File: src/hdl/fcos_pkg.sv
// fcos_pkg: types, codes, field offsets and the milliamp scaling table
// shared by the overcurrent supervisor, its step logic and its checker
// no dependencies
package fcos_pkg;

  localparam int DEF_NUM_CHANNELS = 5;
  localparam int MAX_CHANNELS     = 8;

  localparam int ADC_W      = 12;
  localparam int CUR_W      = 13;
  localparam int SCALE_W    = 16;
  localparam int Q_FRAC     = 15;
  localparam int PRESET_W   = 16;
  localparam int CFG_DATA_W = 16;

  localparam logic [CUR_W-1:0]    LIMIT_RESET     = 13'd3000;
  localparam logic [PRESET_W-1:0] COUNTDOWN_RESET = 16'd60;

  // unsigned q1.15 gain per channel, unity for channel 0 and beyond the fifth
  localparam logic [SCALE_W-1:0] SCALE_Q15 [MAX_CHANNELS] = '{
    16'd32768, 16'd49381, 16'd50127, 16'd49952,
    16'd49631, 16'd32768, 16'd32768, 16'd32768
  };

  // input tdata layout
  localparam int IN_RUN     = 0;
  localparam int IN_STOP    = 1;
  localparam int IN_EXPIRED = 2;
  localparam int IN_ADC     = 3;

  // output tdata layout
  localparam int OUT_RUN_STATE = 0;
  localparam int OUT_ENABLE    = 2;
  localparam int OUT_BEEP      = 3;
  localparam int OUT_TLOAD     = 5;
  localparam int OUT_PRESET    = 6;
  localparam int OUT_TCMD      = 22;
  localparam int OUT_STATUS    = 24;

  typedef enum logic [1:0] {
    ST_WAIT = 2'd0,
    ST_RUN  = 2'd1,
    ST_OC   = 2'd2,
    ST_STOP = 2'd3
  } mode_t;

  typedef enum logic [1:0] {
    CH_WAIT = 2'd0,
    CH_RUN  = 2'd1,
    CH_OC   = 2'd2
  } chan_t;

  typedef enum logic [1:0] {
    CMD_NONE  = 2'd0,
    CMD_START = 2'd1,
    CMD_STOP  = 2'd2
  } cmd_t;

  localparam logic [1:0] BEEP_NONE  = 2'd0;
  localparam logic [1:0] BEEP_SHORT = 2'd1;
  localparam logic [1:0] BEEP_ALERT = 2'd2;
  localparam logic [1:0] BEEP_FAULT = 2'd3;

  typedef struct packed {
    logic run_key;
    logic stop_key;
    logic timer_expired;
  } keys_t;

  typedef struct packed {
    mode_t                run_state;
    logic                 output_enable;
    logic [1:0]           beep_code;
    logic                 timer_load;
    logic [PRESET_W-1:0]  timer_preset;
    cmd_t                 timer_command;
  } res_ctrl_t;

  function automatic logic [CUR_W-1:0] scale_to_ma(input logic [ADC_W-1:0] raw,
                                                   input logic [SCALE_W-1:0] k);
    logic [ADC_W+SCALE_W-1:0] prod;
    prod = {{SCALE_W{1'b0}}, raw} * {{ADC_W{1'b0}}, k};
    return prod[Q_FRAC +: CUR_W];
  endfunction

endpackage

File: src/hdl/five_channel_overcurrent_supervisor.sv
// five_channel_overcurrent_supervisor: top level, poll stream in, result stream out
// depends on fcos_pkg and fcos_core
//
// One input transfer is one 10 ms poll (run key, stop key, timer expired and
// one raw 12-bit sample per channel); each poll gives exactly one result
// transfer. Samples are turned into milliamps by a fixed q1.15 gain per
// channel as they enter the input register; the supervisor step (limit
// compares, four-state sequencing, beeper and countdown commands) then runs
// combinationally into the result register. Throughput is one poll per
// clock while results are taken. A stalled result holds the result
// register and, once the input register is full too, s_tready drops. Limits
// and the countdown preset are written through the cfg port (index
// 0..NUM_CHANNELS-1 limits in mA, index NUM_CHANNELS the countdown preset,
// other indices ignored); the user must write them only while no poll is in
// flight, which the block does not enforce. Key releases are waited for as
// held states lasting one or more polls, never by stalling the stream.
module five_channel_overcurrent_supervisor #(
  parameter int NUM_CHANNELS = fcos_pkg::DEF_NUM_CHANNELS,
  localparam int IN_W      = ((3 + fcos_pkg::ADC_W * NUM_CHANNELS + 7) / 8) * 8,
  localparam int OUT_W     = ((24 + 2 * NUM_CHANNELS + 7) / 8) * 8,
  localparam int CFG_IDX_W = $clog2(NUM_CHANNELS + 1)
) (
  input  logic                            clk,
  input  logic                            rst,
  // poll stream
  input  logic                            s_tvalid,
  output logic                            s_tready,
  // run_key, stop_key, timer_expired, adc_ch0 .. adc_chN-1 (12 bits each), zero fill
  input  logic [IN_W-1:0]                 s_tdata,
  // result stream
  output logic                            m_tvalid,
  input  logic                            m_tready,
  // run_state (2), output_enable, beep_code (2), timer_load, timer_preset (16),
  // timer_command (2), status_ch0 .. status_chN-1 (2 bits each), zero fill
  output logic [OUT_W-1:0]                m_tdata,
  // configuration writes
  input  logic                            cfg_write,
  input  logic [CFG_IDX_W-1:0]            cfg_index,
  input  logic [fcos_pkg::CFG_DATA_W-1:0] cfg_data
);
  import fcos_pkg::*;

  // configuration registers
  logic [CUR_W-1:0]    limit [NUM_CHANNELS];
  logic [PRESET_W-1:0] countdown;

  // input register, currents already in milliamps
  logic             in_valid;
  keys_t            keys_q;
  logic [CUR_W-1:0] cur_q [NUM_CHANNELS];
  logic [CUR_W-1:0] scaled [NUM_CHANNELS];

  logic      advance;
  logic      step_en;
  res_ctrl_t ctrl;
  chan_t     status [NUM_CHANNELS];
  logic [OUT_W-1:0] res_data;

  always_ff @(posedge clk) begin
    if (rst) begin
      for (int i = 0; i < NUM_CHANNELS; i++) limit[i] <= LIMIT_RESET;
      countdown <= COUNTDOWN_RESET;
    end else if (cfg_write) begin
      for (int i = 0; i < NUM_CHANNELS; i++) begin
        if (cfg_index == CFG_IDX_W'(i)) limit[i] <= cfg_data[CUR_W-1:0];
      end
      if (cfg_index == CFG_IDX_W'(NUM_CHANNELS)) countdown <= cfg_data[PRESET_W-1:0];
    end
  end

  // one fixed-gain multiply per channel ahead of the input register
  for (genvar g = 0; g < NUM_CHANNELS; g++) begin : g_scale
    assign scaled[g] = scale_to_ma(s_tdata[IN_ADC + ADC_W * g +: ADC_W], SCALE_Q15[g]);
  end

  // the result register frees when empty or when its transfer completes
  assign advance  = !m_tvalid || m_tready;
  assign s_tready = !in_valid || advance;
  assign step_en  = in_valid && advance;

  always_ff @(posedge clk) begin
    if (rst) begin
      in_valid <= 1'b0;
    end else if (s_tready) begin
      in_valid <= s_tvalid;
    end
  end

  always_ff @(posedge clk) begin
    if (s_tready && s_tvalid) begin
      keys_q.run_key       <= s_tdata[IN_RUN];
      keys_q.stop_key      <= s_tdata[IN_STOP];
      keys_q.timer_expired <= s_tdata[IN_EXPIRED];
      for (int i = 0; i < NUM_CHANNELS; i++) cur_q[i] <= scaled[i];
    end
  end

  fcos_core #(
    .NUM_CHANNELS (NUM_CHANNELS)
  ) u_core (
    .clk        (clk),
    .rst        (rst),
    .step_en    (step_en),
    .keys       (keys_q),
    .sample_ma  (cur_q),
    .limit      (limit),
    .countdown  (countdown),
    .ctrl       (ctrl),
    .status_out (status)
  );

  // result packing
  always_comb begin
    res_data = '0;
    res_data[OUT_RUN_STATE +: 2]      = ctrl.run_state;
    res_data[OUT_ENABLE]              = ctrl.output_enable;
    res_data[OUT_BEEP +: 2]           = ctrl.beep_code;
    res_data[OUT_TLOAD]               = ctrl.timer_load;
    res_data[OUT_PRESET +: PRESET_W]  = ctrl.timer_preset;
    res_data[OUT_TCMD +: 2]           = ctrl.timer_command;
    for (int i = 0; i < NUM_CHANNELS; i++) res_data[OUT_STATUS + 2 * i +: 2] = status[i];
  end

  always_ff @(posedge clk) begin
    if (rst) begin
      m_tvalid <= 1'b0;
    end else if (advance) begin
      m_tvalid <= in_valid;
    end
  end

  always_ff @(posedge clk) begin
    if (step_en) m_tdata <= res_data;
  end

endmodule

File: src/hdl/fcos_core.sv
// fcos_core: supervisor state and the per-poll step logic
// depends on fcos_pkg
module fcos_core #(
  parameter int NUM_CHANNELS = fcos_pkg::DEF_NUM_CHANNELS
) (
  input  logic                        clk,
  input  logic                        rst,
  input  logic                        step_en,
  input  fcos_pkg::keys_t             keys,
  input  logic [fcos_pkg::CUR_W-1:0]  sample_ma [NUM_CHANNELS],
  input  logic [fcos_pkg::CUR_W-1:0]  limit [NUM_CHANNELS],
  input  logic [fcos_pkg::PRESET_W-1:0] countdown,
  output fcos_pkg::res_ctrl_t         ctrl,
  output fcos_pkg::chan_t             status_out [NUM_CHANNELS]
);
  import fcos_pkg::*;

  mode_t            mode, mode_next;
  logic             await_run, await_run_next;
  logic             await_stop, await_stop_next;
  logic             outputs_on, outputs_on_next;
  chan_t            status [NUM_CHANNELS];
  chan_t            status_next [NUM_CHANNELS];
  logic [CUR_W-1:0] current [NUM_CHANNELS];
  logic [CUR_W-1:0] current_next [NUM_CHANNELS];

  logic                    sample_en;
  logic                    chk_en;
  logic [NUM_CHANNELS-1:0] over;
  logic                    any_over;
  logic [1:0]              beep;
  logic                    tload;
  cmd_t                    tcmd;

  // currents are refreshed only outside the key holds in waiting and running
  assign sample_en = !await_stop && !await_run && (mode == ST_WAIT || mode == ST_RUN);
  // run-state checks: on a free running poll and on the run release poll
  assign chk_en    = !await_stop && !keys.run_key && (mode == ST_RUN);

  always_comb begin
    for (int i = 0; i < NUM_CHANNELS; i++) begin
      current_next[i] = sample_en ? sample_ma[i] : current[i];
      over[i]         = current_next[i] > limit[i];
    end
  end

  assign any_over = |over;

  // next state
  always_comb begin
    mode_next       = mode;
    await_run_next  = await_run;
    await_stop_next = await_stop;
    outputs_on_next = outputs_on;
    for (int i = 0; i < NUM_CHANNELS; i++) status_next[i] = status[i];

    if (await_stop) begin
      if (!keys.stop_key) await_stop_next = 1'b0;
    end else if (await_run) begin
      if (!keys.run_key) begin
        await_run_next = 1'b0;
        case (mode)
          ST_WAIT: begin
            mode_next       = ST_RUN;
            outputs_on_next = 1'b1;
            for (int i = 0; i < NUM_CHANNELS; i++) status_next[i] = CH_RUN;
          end
          ST_RUN: begin
            mode_next       = ST_STOP;
            outputs_on_next = 1'b0;
            for (int i = 0; i < NUM_CHANNELS; i++) status_next[i] = CH_WAIT;
          end
          default: begin
            mode_next       = ST_WAIT;
            outputs_on_next = 1'b0;
            for (int i = 0; i < NUM_CHANNELS; i++) status_next[i] = CH_WAIT;
          end
        endcase
      end
    end else begin
      case (mode)
        ST_WAIT: if (keys.run_key && !keys.stop_key) await_run_next = 1'b1;
        default: if (keys.run_key) await_run_next = 1'b1;
      endcase
    end

    // later checks override earlier ones
    if (chk_en) begin
      if (keys.timer_expired) begin
        mode_next       = ST_WAIT;
        outputs_on_next = 1'b0;
        for (int i = 0; i < NUM_CHANNELS; i++) status_next[i] = CH_WAIT;
      end
      if (any_over) begin
        mode_next       = ST_OC;
        outputs_on_next = 1'b0;
        for (int i = 0; i < NUM_CHANNELS; i++) status_next[i] = over[i] ? CH_OC : CH_WAIT;
      end
      if (keys.stop_key) begin
        mode_next       = ST_STOP;
        outputs_on_next = 1'b0;
        await_stop_next = 1'b1;
        for (int i = 0; i < NUM_CHANNELS; i++) status_next[i] = CH_WAIT;
      end
    end
  end

  // per-poll outputs
  always_comb begin
    beep  = BEEP_NONE;
    tload = 1'b0;
    tcmd  = CMD_NONE;

    if (await_stop) begin
      if (keys.stop_key && keys.run_key) beep = BEEP_FAULT;
    end else if (await_run) begin
      if (!keys.run_key) begin
        case (mode)
          ST_WAIT: begin
            tload = 1'b1;
            tcmd  = CMD_START;
          end
          ST_RUN:  tcmd = CMD_STOP;
          default: begin
            tload = 1'b1;
            tcmd  = CMD_STOP;
          end
        endcase
      end
    end else begin
      case (mode)
        ST_WAIT: begin
          tload = 1'b1;
          if (keys.run_key) beep = keys.stop_key ? BEEP_FAULT : BEEP_SHORT;
        end
        ST_RUN:  if (keys.run_key) beep = BEEP_SHORT;
        default: if (keys.run_key) beep = BEEP_ALERT;
      endcase
    end

    if (chk_en) begin
      if (keys.timer_expired || any_over || keys.stop_key) tcmd = CMD_STOP;
      if (keys.timer_expired) tload = 1'b1;
      if (keys.stop_key)           beep = keys.run_key ? BEEP_FAULT : BEEP_SHORT;
      else if (any_over)           beep = BEEP_FAULT;
      else if (keys.timer_expired) beep = BEEP_SHORT;
    end
  end

  always_comb begin
    ctrl.run_state     = mode_next;
    ctrl.output_enable = outputs_on_next;
    ctrl.beep_code     = beep;
    ctrl.timer_load    = tload;
    ctrl.timer_preset  = tload ? countdown : '0;
    ctrl.timer_command = tcmd;
    for (int i = 0; i < NUM_CHANNELS; i++) status_out[i] = status_next[i];
  end

  always_ff @(posedge clk) begin
    if (rst) begin
      mode       <= ST_WAIT;
      await_run  <= 1'b0;
      await_stop <= 1'b0;
      outputs_on <= 1'b0;
      for (int i = 0; i < NUM_CHANNELS; i++) begin
        status[i]  <= CH_WAIT;
        current[i] <= '0;
      end
    end else if (step_en) begin
      mode       <= mode_next;
      await_run  <= await_run_next;
      await_stop <= await_stop_next;
      outputs_on <= outputs_on_next;
      for (int i = 0; i < NUM_CHANNELS; i++) begin
        status[i]  <= status_next[i];
        current[i] <= current_next[i];
      end
    end
  end

endmodule

File: config.mk
export PLATFORM = sky130hd
export DESIGN_NAME = five_channel_overcurrent_supervisor
export DESIGN_NICKNAME = d
export VERILOG_FILES = /design/src/hdl/fcos_pkg.sv /design/src/hdl/five_channel_overcurrent_supervisor.sv /design/src/hdl/fcos_core.sv
export SDC_FILE = /design/constraint.sdc
export NUM_CORES = 1
export LEC_CHECK = 0
export BUFFER_PORTS_ARGS = -buffer_cell sky130_fd_sc_hd__buf_4
export CAP_MARGIN = 5
export CORE_MARGIN = 5
export CORE_UTILIZATION = 45
export CTS_BUF_LIST = sky130_fd_sc_hd__clkbuf_2
export DETAILED_ROUTE_END_ITERATION = 10
export PLACE_DENSITY = 0.62
export SYNTH_ARGS = -nofsm -noshare
export SYNTH_HDL_FRONTEND = slang
export SYNTH_SLANG_ARGS = --single-unit
File: constraint.sdc
create_clock -name clk -period 5.8 [get_ports clk]
set_clock_uncertainty 0.2 [all_clocks]
set_input_delay 1.16 -clock clk [delete_from_list [all_inputs] [get_ports clk]]
set_output_delay 1.16 -clock clk [all_outputs]
set_load 0.03 [all_outputs]
==> metrics, run 1 <==
Via-to-Cell Ratio=roughly 5; VDD IR max=0.000228 V; mapped cell area=around 22000 sq um; Final period util=between 90% and 100%; critical path cell sequence=buf_4, inv_1, fa_2, inv_2, fa_1, fa_1, fa_1, fa_1, ha_1, a21oi_2, nand2_1, o311ai_1, buf_4, a211oi_2, or3_1, and4_1, o2111ai_1, or3b_1; top cells by count, synth=404 x inv_1, 390 x ha_1, 176 x edfxtp_1; Initial Utilization=45.5%; switch share=38.2%; gr busiest metal=met2; H-tree level count=3; DR vias=15500; First-pass DRT Iterations=6; syn avg cell area=~11 sq um; port bufs=between 100 and 150; final hold vios=0; CTS buffer count=69; met2 usage=between 20% and 30%; WS Path Type=input port to flop; Psw=3.44 mW; area grow syn2layout=15.9%; layout cells sized above 1=20.0%; GRT met1 Usage=24.6%; Yosys cell types=69; largest net degree at the start of global routing=91; clock tree sinks=264; I/O Pins=130; Final Wtd Congestion=0.895; GR Util met3=under 10%; LEAKAGE=12.8 nW; Antenna Nets Post-Route=0; RSZ-0062 raised after global routing=no; DIE AREA=53900 sq um; Max stage delay on crit path=570 ps; fmax=181 MHz; Post-Route WL=46700 microns; Worst EP arrival=between 5000 and 6000 ps; WP buf/inv=4; Synth area leader=edfxtp_1; maxcap violations=0; crit end category=flop; # resized after CTS=0; final core utilization=52.7%; Combinational Power Share=57.8%; first-pass GRT wire length=78500 microns; fin crit period=about 5500 ps; Tot GR Track Use=about 18%; Synth area leaders=edfxtp_1 24%, ha_1 22%, fa_1 15%; Post-synth EDFFs=176; footprint of the multi-input gates=13600 sq um; wire per inst=between 10 and 15 microns; critical path launch point type=input port; clock-pin transition on the worst setup and hold timing paths=about 100 ps; critical path fanouts, max=3; die span in y=232 microns; outcome=complete, no violations; register area=approximately 7000 sq um; Yosys reg bits=about 260; initial antenna violation count=1; CTS max path bufs=3; Slew Viols, Final=0; fill count=4468; Root Driver=clkbuf_2; top_reg_cell synth=edfxtp_1; Cells after Synth=2109; Rel. slew slack=38.5%; CTS tree=done; DR iter-0 viols=531; Post-CTS Setup Bufs=0; most frequent cell after synthesis=inv_1; Final setup viols=0; # hold bufs at CTS=0; Seq pwr share=27.6%; synth warn=0; row cnt=81; GR Overflow Total=0; HPWL after DPL=37700 microns; Worst Tran Pin Value=923 ps; Core Area=48800 sq um; cell internal pwr=5.56 mW; Synth top area share=23.8%; DRC errors left=0; Seq/Total Area, Yosys=31.7%; Clock Latency Late Sink=between 800 and 900 ps; cell repeated most along the worst path=fa_1; NumNets Final=3059; vias in the first global route=16100; die extent in x=232 microns; slowest library cell on the worst path=fa_2; clock share of power=roughly 15%; WHS=259 ps; P per Cell Area=roughly 350 nW/um^2; Hold/Removal Path Class=flop to flop; async set or reset register ratio after synthesis=0%; WP data required=6160 ps; CP top delay family=adder cells
==> cell type report <==
class / count / area share [%]
tap: 664 / 3.23
inverter: 405 / 5.90
antenna: 1 / 0.00971
clock inverter: 11 / 0.364
sequential: 264 / 27.4
multi-input combinational: 1394 / 52.7
timing repair buffer: 284 / 8.28
clock buffer: 111 / 2.16
==> kinds of logic (layout without fill, tap and decap cells) <==
logic type / Yosys count / after routing / share of synthesized area (%)
XOR/XNOR: 44 / 44 / 1.73
adder cells (fa/ha/maj): 553 / 553 / 36.7
multiplexers: 79 / 79 / 3.89
other: 1 / 7 / 0.0169
AND/OR/NAND/NOR: 459 / 459 / 10.4
buffers and inverters: 456 / 811 / 7.81
AO/OA/AOI/OAI: 253 / 253 / 7.79
flip-flops: 264 / 264 / 31.7
==> metrics by stage <==
stage	cell area (sq um)	TNS (ps)	power [mW]	instances	worst slack, ps
after floorplan	22400	-431	6.12	2114	-225
after global placement	25100	-7020	7.61	3011	-541
after detailed placement	25100	-8380	7.77	3011	-603
after CTS	25800	0	9.16	3133	339
after global routing	25800	0	9.99	3134	91.2
final	25800	0	9.00	3134	272
==> cell usage in the layout (no fill, tap or decap), types with 29 or more instances in the layout <==
cell type and instances:
inv_1 401, mux2_2 59, dfxtp_1 88, nor2_1 95, nor2b_1 76, nand2_1 127, edfxtp_1 176, fa_1 157
buf_4 284, ha_1 385, a21oi_1 81, clkbuf_2 111, o21ai_0 29
==> tightest hold or removal path: cells and delay by family, from the launching register on <==
kind            cells  cell delay [ps]
flops               1              320
simple gates        1               50
compound gates      1               50
==> metal layers <==
layer / part of all wire [%] / vias to the layer above
met4: 1.5 / 0
li1: - / 7746
met5: 0 / -
met3: 4.0 / 53
met1: 48 / 7458
met2: 46 / 276
==> power by group through the flow <==
stage / logic, mW / registers, mW / clock network (mW)
4_1_cts: 5.29 / 2.48 / 1.38
3_5_place_dp: 5.25 / 2.53 / 0
6_report: 5.20 / 2.48 / 1.32
3_3_place_gp: 5.09 / 2.52 / 0
5_1_grt: 5.99 / 2.50 / 1.49
2_1_floorplan: 3.60 / 2.52 / 0
==> registers in the layout, indices dropped and copies added, names as in the netlist <==
signal             flops
cur_q                 64
u_core.outputs_on      1
u_core.await_stop      1
m_tdata               34
in_valid               1
u_core.status         10
limit                 65
u_core.await_run       1
u_core.mode            2
m_tvalid               1
u_core.current        65
countdown             16
keys_q                 3
==> path summary, 6_finish.rpt <==
check,end,startpoint,slack (ps),cells past startpoint
setup / recovery,cur_q[12]$_DFFE_PP_,s_tdata[55],270,18
hold / removal,countdown[12]$_SDFFE_PP0P_,countdown[12]$_SDFFE_PP0P_,260,2
hold reg to reg,countdown[12]$_SDFFE_PP0P_,countdown[12]$_SDFFE_PP0P_,260,2
setup reg to reg,m_tdata[23]$_DFFE_PP_,u_core.mode[1]$_SDFFE_PP0P_,1180,12
(Power assumes the default switching activity.)
==> run 2: changes to the inputs <==
--- a/config.mk
+++ b/config.mk
@@ -11,7 +11,6 @@
 export CORE_UTILIZATION = 45
 export CTS_BUF_LIST = sky130_fd_sc_hd__clkbuf_2
 export DETAILED_ROUTE_END_ITERATION = 10
-export PLACE_DENSITY = 0.62
 export SYNTH_ARGS = -nofsm -noshare
 export SYNTH_HDL_FRONTEND = slang
 export SYNTH_SLANG_ARGS = --single-unit
==> run 2 against run 1 <==
Combinational power shrank 0.8%. Critical path depth shrank 1. Sequential power is essentially flat. Clock power is essentially flat. Maximum frequency shrank 0.65%. Flip-flop and latch count is the same. Routed wire length grew 0.25%. Power shrank 0.27%. First-iteration DRC count grew 11%. Sequential share of layout area is essentially flat. Setup slack lost 36 ps. Critical endpoint unchanged. Largest power group unchanged.
==> metrics, run 2 (same netlist as run 1, synthesis figures left out) <==
outcome=complete, no violations (unchanged); LEAKAGE=12.8 nW (about the same); final hold vios=0 (unchanged); Post-Route WL=46900 microns (was 46700 microns); critical path cell sequence=buf_4, inv_1, fa_2, inv_2, fa_1, fa_1, fa_1, fa_1, ha_1, a2111oi_4, a21oi_1, nor3_2, a211oi_2, or3_1, and4_1, o2111ai_1, or3b_1 (was buf_4, inv_1, fa_2, inv_2, fa_1, fa_1, fa_1, fa_1, ha_1, a21oi_2, nand2_1, o311ai_1, buf_4, a211oi_2, or3_1, and4_1, o2111ai_1, or3b_1); Clock Latency Late Sink=840 ps (was 810 ps); Root Driver=clkbuf_2 (unchanged); fin cells=3136 (was 3134); Final setup viols=0 (unchanged); fmax=180 MHz (was 181 MHz); clock share of power=14.8% (was 14.7%); DIE AREA=53900 sq um (unchanged); Post-CTS Setup Bufs=0 (unchanged); fill count=4496 (was 4468); Seq pwr share=27.6% (about the same); VDD IR max=0.000258 V (was 0.000228 V); hold_sp=countdown[14]$_SDFFE_PP0P_ (was countdown[12]$_SDFFE_PP0P_); port bufs=122 (unchanged); DRC errors left=0 (unchanged); initial antenna violation count=2 (was 1); H-tree level count=3 (unchanged); DR iter-0 viols=588 (was 531); row cnt=81 (unchanged); Combinational Power Share=57.5% (was 57.8%); maxcap violations=0 (unchanged); Tot GR Track Use=17.7% (was 17.5%); critical path fanouts, max=3 (unchanged); commonest non-fill, non-tap cell in the layout=inv_1 (unchanged); area grow syn2layout=16.0% (was 15.9%); Critical path origin=s_tdata[55] (unchanged); layout cells sized above 1=20.2% (was 20.0%); cell internal pwr=5.55 mW (was 5.56 mW); Worst Tran Pin Value=973 ps (was 923 ps); fin crit period=5560 ps (was 5530 ps); RSZ-0062 raised after global routing=no (unchanged); CTS max path bufs=3 (unchanged); Core Area=48800 sq um (unchanged); GR Overflow Total=0 (unchanged); Via-to-Cell Ratio=4.95 (was 4.96); setup tns final=0 ps (unchanged); Psw=3.42 mW (was 3.44 mW); HPWL after DPL=37400 microns (was 37700 microns); largest net degree at the start of global routing=91 (unchanged); Total Power=8.97 mW (was 9.00 mW); NumNets Final=3058 (was 3059); R2R Setup Slk=1350 ps (was 1180 ps); Final Wtd Congestion=0.877 (was 0.895); die span in y=232 microns (unchanged); CP top delay family=adder cells (unchanged); First-pass DRT Iterations=5 (was 6); WP data required=6180 ps (was 6160 ps); most frequent cells in the layout=401 x inv_1, 385 x ha_1, 283 x buf_4, 176 x edfxtp_1, 157 x fa_1 (was 401 x inv_1, 385 x ha_1, 284 x buf_4, 176 x edfxtp_1, 157 x fa_1); # hold bufs at CTS=0 (unchanged); Worst EP arrival=5950 ps (was 5890 ps); slowest library cell on the worst path=fa_2 (unchanged); Rel. slew slack=35.2% (was 38.5%); Final period util=95.9% (was 95.3%); Initial Utilization=45.5% (unchanged); RR Startpoint=u_core.mode[1]$_SDFFE_PP0P_ (unchanged); clock tree sinks=264 (unchanged); WS Path Type=input port to flop (unchanged); final core utilization=52.8% (was 52.7%); CTS buffer count=68 (was 69); P per Cell Area=348 nW/um^2 (was 349 nW/um^2); Max stage delay on crit path=570 ps (about the same); WHS=257 ps (was 259 ps); switch share=38.1% (was 38.2%); Regs by FF count=limit: 65 flops, u_core.current: 65 flops, cur_q: 64 flops (unchanged); Slew Viols, Final=0 (unchanged); cell repeated most along the worst path=fa_1 (unchanged); first-pass GRT wire length=79200 microns (was 78500 microns); vias in the first global route=16200 (was 16100); Placed Cells=3011 (unchanged); clock-pin transition on the worst setup and hold timing paths=90 ps (was 100 ps); Antenna Nets Post-Route=0 (unchanged); Hold/Removal Path Class=flop to flop (unchanged); # resized after CTS=0 (unchanged); DR vias=15500 (about the same); wire per inst=14.9 microns (about the same); critical path launch point type=input port (unchanged); I/O Pins=130 (unchanged); crit end category=flop (unchanged); die extent in x=232 microns (unchanged); CTS tree=done (unchanged); WP buf/inv=3 (was 4)
[run 2: worst min-delay path, cell delays in order, from the launching register on]
cell and delay [ps]:
dfxtp_1 310, nand2_1 50, a21oi_1 50
[run 2: per-stage QoR]
stage / area, sq um / setup slack [ps]
2_1_floorplan: 22400 / -225
3_3_place_gp: 25100 / -562
3_5_place_dp: 25100 / -626
4_1_cts: 25800 / 329
5_1_grt: 25800 / 28.7
6_report: 25800 / 236
[run 2: layout make-up]
| type | instances | area, sq um | area share [%] |
|---|---|---|---|
| Timing Repair Buffer | 284 | 2140 | 8.32 |
| Sequential cell | 264 | 7050 | 27.3 |
| Tap cell | 664 | 831 | 3.22 |
| Clock inverter | 13 | 104 | 0.403 |
| Multi-Input combinational cell | 1394 | 13600 | 52.7 |
| Antenna cell | 2 | 5.00 | 0.0194 |
| Clock buffer | 110 | 551 | 2.14 |
| Inverter | 405 | 1520 | 5.90 |
[run 2: metal layers]
layer	global-route usage [%]	vias to the layer above	wire, microns	share of wire [%]
li1	-	7747	-	-
met1	25.0	7472	22700	49
met2	29.3	249	21700	46
met3	2.47	42	1780	3.8
met4	3.67	0	579	1.2
met5	0	-	0	0
[run 2: power by group through the flow]
stage	sequential, mW	combinational, mW	clock (mW)
after floorplan	2.52	3.60	0
after global placement	2.52	5.09	0
after detailed placement	2.53	5.22	0
after CTS	2.48	5.27	1.39
after global routing	2.50	5.98	1.49
final	2.48	5.16	1.33
[run 2: worst paths after layout]
path / depth (start not counted) / to
worst max-delay path: 17 / cur_q[12]$_DFFE_PP_
worst min-delay path: 2 / countdown[14]$_SDFFE_PP0P_
worst max register to register: 13 / m_tdata[23]$_DFFE_PP_
worst min register to register: 2 / countdown[14]$_SDFFE_PP0P_
==> run 3: changes to the inputs <==
==> constraint.sdc (replaced) <==
create_clock -name clk -period 4.89 [get_ports clk]
set_clock_uncertainty 0.2 [all_clocks]
set_input_delay 0.978 -clock clk [delete_from_list [all_inputs] [get_ports clk]]
set_output_delay 0.978 -clock clk [all_outputs]
set_load 0.03 [all_outputs]
==> run 3 against run 2 <==
Sequential share of layout area shrank 1.2 points. Flip-flop and latch count is the same. Global-route usage is 0.26 points higher. Hold slack got worse by 110 ps. Setup slack worse by 620 ps. The run now ends with setup timing left. Die area stayed put. Power grew 31%. Critical endpoint unchanged. Largest power group unchanged. Clock power grew 24%. Routed wire length rose by 2.2%. Utilization is 2.4 points higher. Critical path type unchanged.
==> metrics, run 3 (same netlist as run 1, synthesis figures left out) <==
Worst Tran Pin Value=1090 ps (was 973 ps); vias in the first global route=16500 (was 16200); CTS max path bufs=3 (unchanged); critical path fanouts, max=3 (unchanged); post-route setup slack=-380 ps (was 236 ps); VDD IR max=0.000288 V (was 0.000258 V); DR vias=15800 (was 15500); maxcap violations=0 (unchanged); WS Path Type=input port to flop (unchanged); Placed Cells=3086 (was 3011); area grow syn2layout=21.4% (was 16.0%); Initial Utilization=45.5% (unchanged); wire per inst=14.8 microns (was 14.9 microns); Slew Viols, Final=0 (unchanged); failing checks=setup timing; Worst EP arrival=5610 ps (was 5950 ps); Final Wtd Congestion=0.902 (was 0.877); row cnt=81 (unchanged); Final setup viols=17 (was 0); P per Cell Area=435 nW/um^2 (was 348 nW/um^2); first-pass GRT wire length=80200 microns (was 79200 microns); final hold vios=0 (unchanged); First-pass DRT Iterations=5 (unchanged); WP data required=5230 ps (was 6180 ps); most frequent cells in the layout=387 x inv_1, 376 x ha_1, 353 x buf_4, 176 x edfxtp_1, 152 x fa_1 (was 401 x inv_1, 385 x ha_1, 283 x buf_4, 176 x edfxtp_1, 157 x fa_1); footprint of the multi-input gates=13900 sq um (was 13600 sq um); register area=7050 sq um (unchanged); HPWL after DPL=38300 microns (was 37400 microns); DR iter-0 viols=627 (was 588); # hold bufs at CTS=0 (unchanged); RSZ-0062 raised after global routing=yes (was no); Via-to-Cell Ratio=4.90 (was 4.95); clock tree sinks=264 (unchanged); CTS buffer count=69 (was 68); die span in y=232 microns (unchanged); initial antenna violation count=1 (was 2); crit end category=flop (unchanged); setup tns final=-2710 ps (was 0 ps); Hold/Removal Path Class=input port to flop (was flop to flop); Root Driver=clkbuf_2 (unchanged); final core utilization=55.2% (was 52.8%); CTS tree=done (unchanged); NumNets Final=3149 (was 3058); R2R Setup Slk=560 ps (was 1350 ps); DP Worst Slack=-1280 ps (was -626 ps); DIE AREA=53900 sq um (unchanged); outcome=finished with violations (was complete, no violations); Clock Latency Late Sink=800 ps (was 840 ps); port bufs=122 (unchanged); Regs by FF count=limit: 65 flops, u_core.current: 65 flops, cur_q: 64 flops (unchanged); fin cells=3228 (was 3136); layout cells sized above 1=25.8% (was 20.2%); fmax=190 MHz; die extent in x=232 microns (unchanged); fin crit period=5270 ps; Tot GR Track Use=17.9% (was 17.7%); LEAKAGE=13.3 nW (was 12.8 nW); I/O Pins=130 (unchanged); GR Overflow Total=0 (unchanged); Rel. slew slack=27.2% (was 35.2%); Antenna Nets Post-Route=0 (unchanged); DRC errors left=0 (unchanged); critical path launch point type=input port (unchanged); fill count=4358 (was 4496); commonest non-fill, non-tap cell in the layout=inv_1 (unchanged); Core Area=48800 sq um (unchanged); H-tree level count=3 (unchanged); largest net degree at the start of global routing=85 (was 91); Total Power=11.7 mW (was 8.97 mW); clock-pin transition on the worst setup and hold timing paths=100 ps (was 90 ps); Post-Route WL=47900 microns (was 46900 microns); Final period util=108%
[run 3: final timing paths]
kind	start	endpoint	depth (start not counted)
worst max-delay path	s_tdata[60]	cur_q[12]$_DFFE_PP_	17
worst min-delay path	s_tdata[8]	cur_q[57]$_DFFE_PP_	1
worst max register to register	u_core.mode[1]$_SDFFE_PP0P_	u_core.status[0][9]$_SDFFCE_PN0P_	13
worst min register to register	countdown[11]$_SDFFE_PP0P_	countdown[11]$_SDFFE_PP0P_	2
[run 3: repair_timing]
item,in CTS,in global routing
resized for setup,25,42
pin swaps,20,20
setup endpoints to repair,17,23
buffers inserted,6,9
[run 3: area by class of cell]
cell class | instances | area share, %
clock buffers | 114 | 2.12
inverters | 405 | 5.66
diodes | 1 | 0.00928
repair buffers | 374 | 10.8
flip-flops and latches | 264 | 26.1
well taps | 664 | 3.08
clock inverters | 12 | 0.464
multi-input cells | 1394 | 51.7
[run 3: worst max-delay path: stages]
cell	delay (ps)
buf_8	100
fa_2	580
inv_2	40
fa_1	510
inv_2	50
fa_1	450
fa_1	510
fa_1	450
ha_4	200
a2111oi_4	250
a21oi_2	70
nor3_2	220
a211oi_2	120
or3_4	350
and4_4	160
o2111ai_1	180
or3b_1	380
[run 3: metrics by stage]
stage / instance area [sq um] / hold slack (ps)
CTS: 26700 / 42.4
finish: 27000 / 147
floorplan: 22500 / 229
detailed placement: 25900 / 243
global placement: 25900 / 237
global route: 27000 / 63.9
[run 3: report_power, final]
group,internal [mW],switching [mW],leakage (nW)
Clock,0.763,0.884,0.535
Combinational,3.67,3.47,10.3
Sequential,2.86,0.0866,2.49
[run 3: per-layer routing]
layer  global-route usage, %  wire (microns)  vias up
met5                       0               0        -
met1                    24.5           22400     7593
li1                        -               -     7920
met4                    4.03             765        0
met3                    2.62            1940       64
met2                    30.4           22800      233
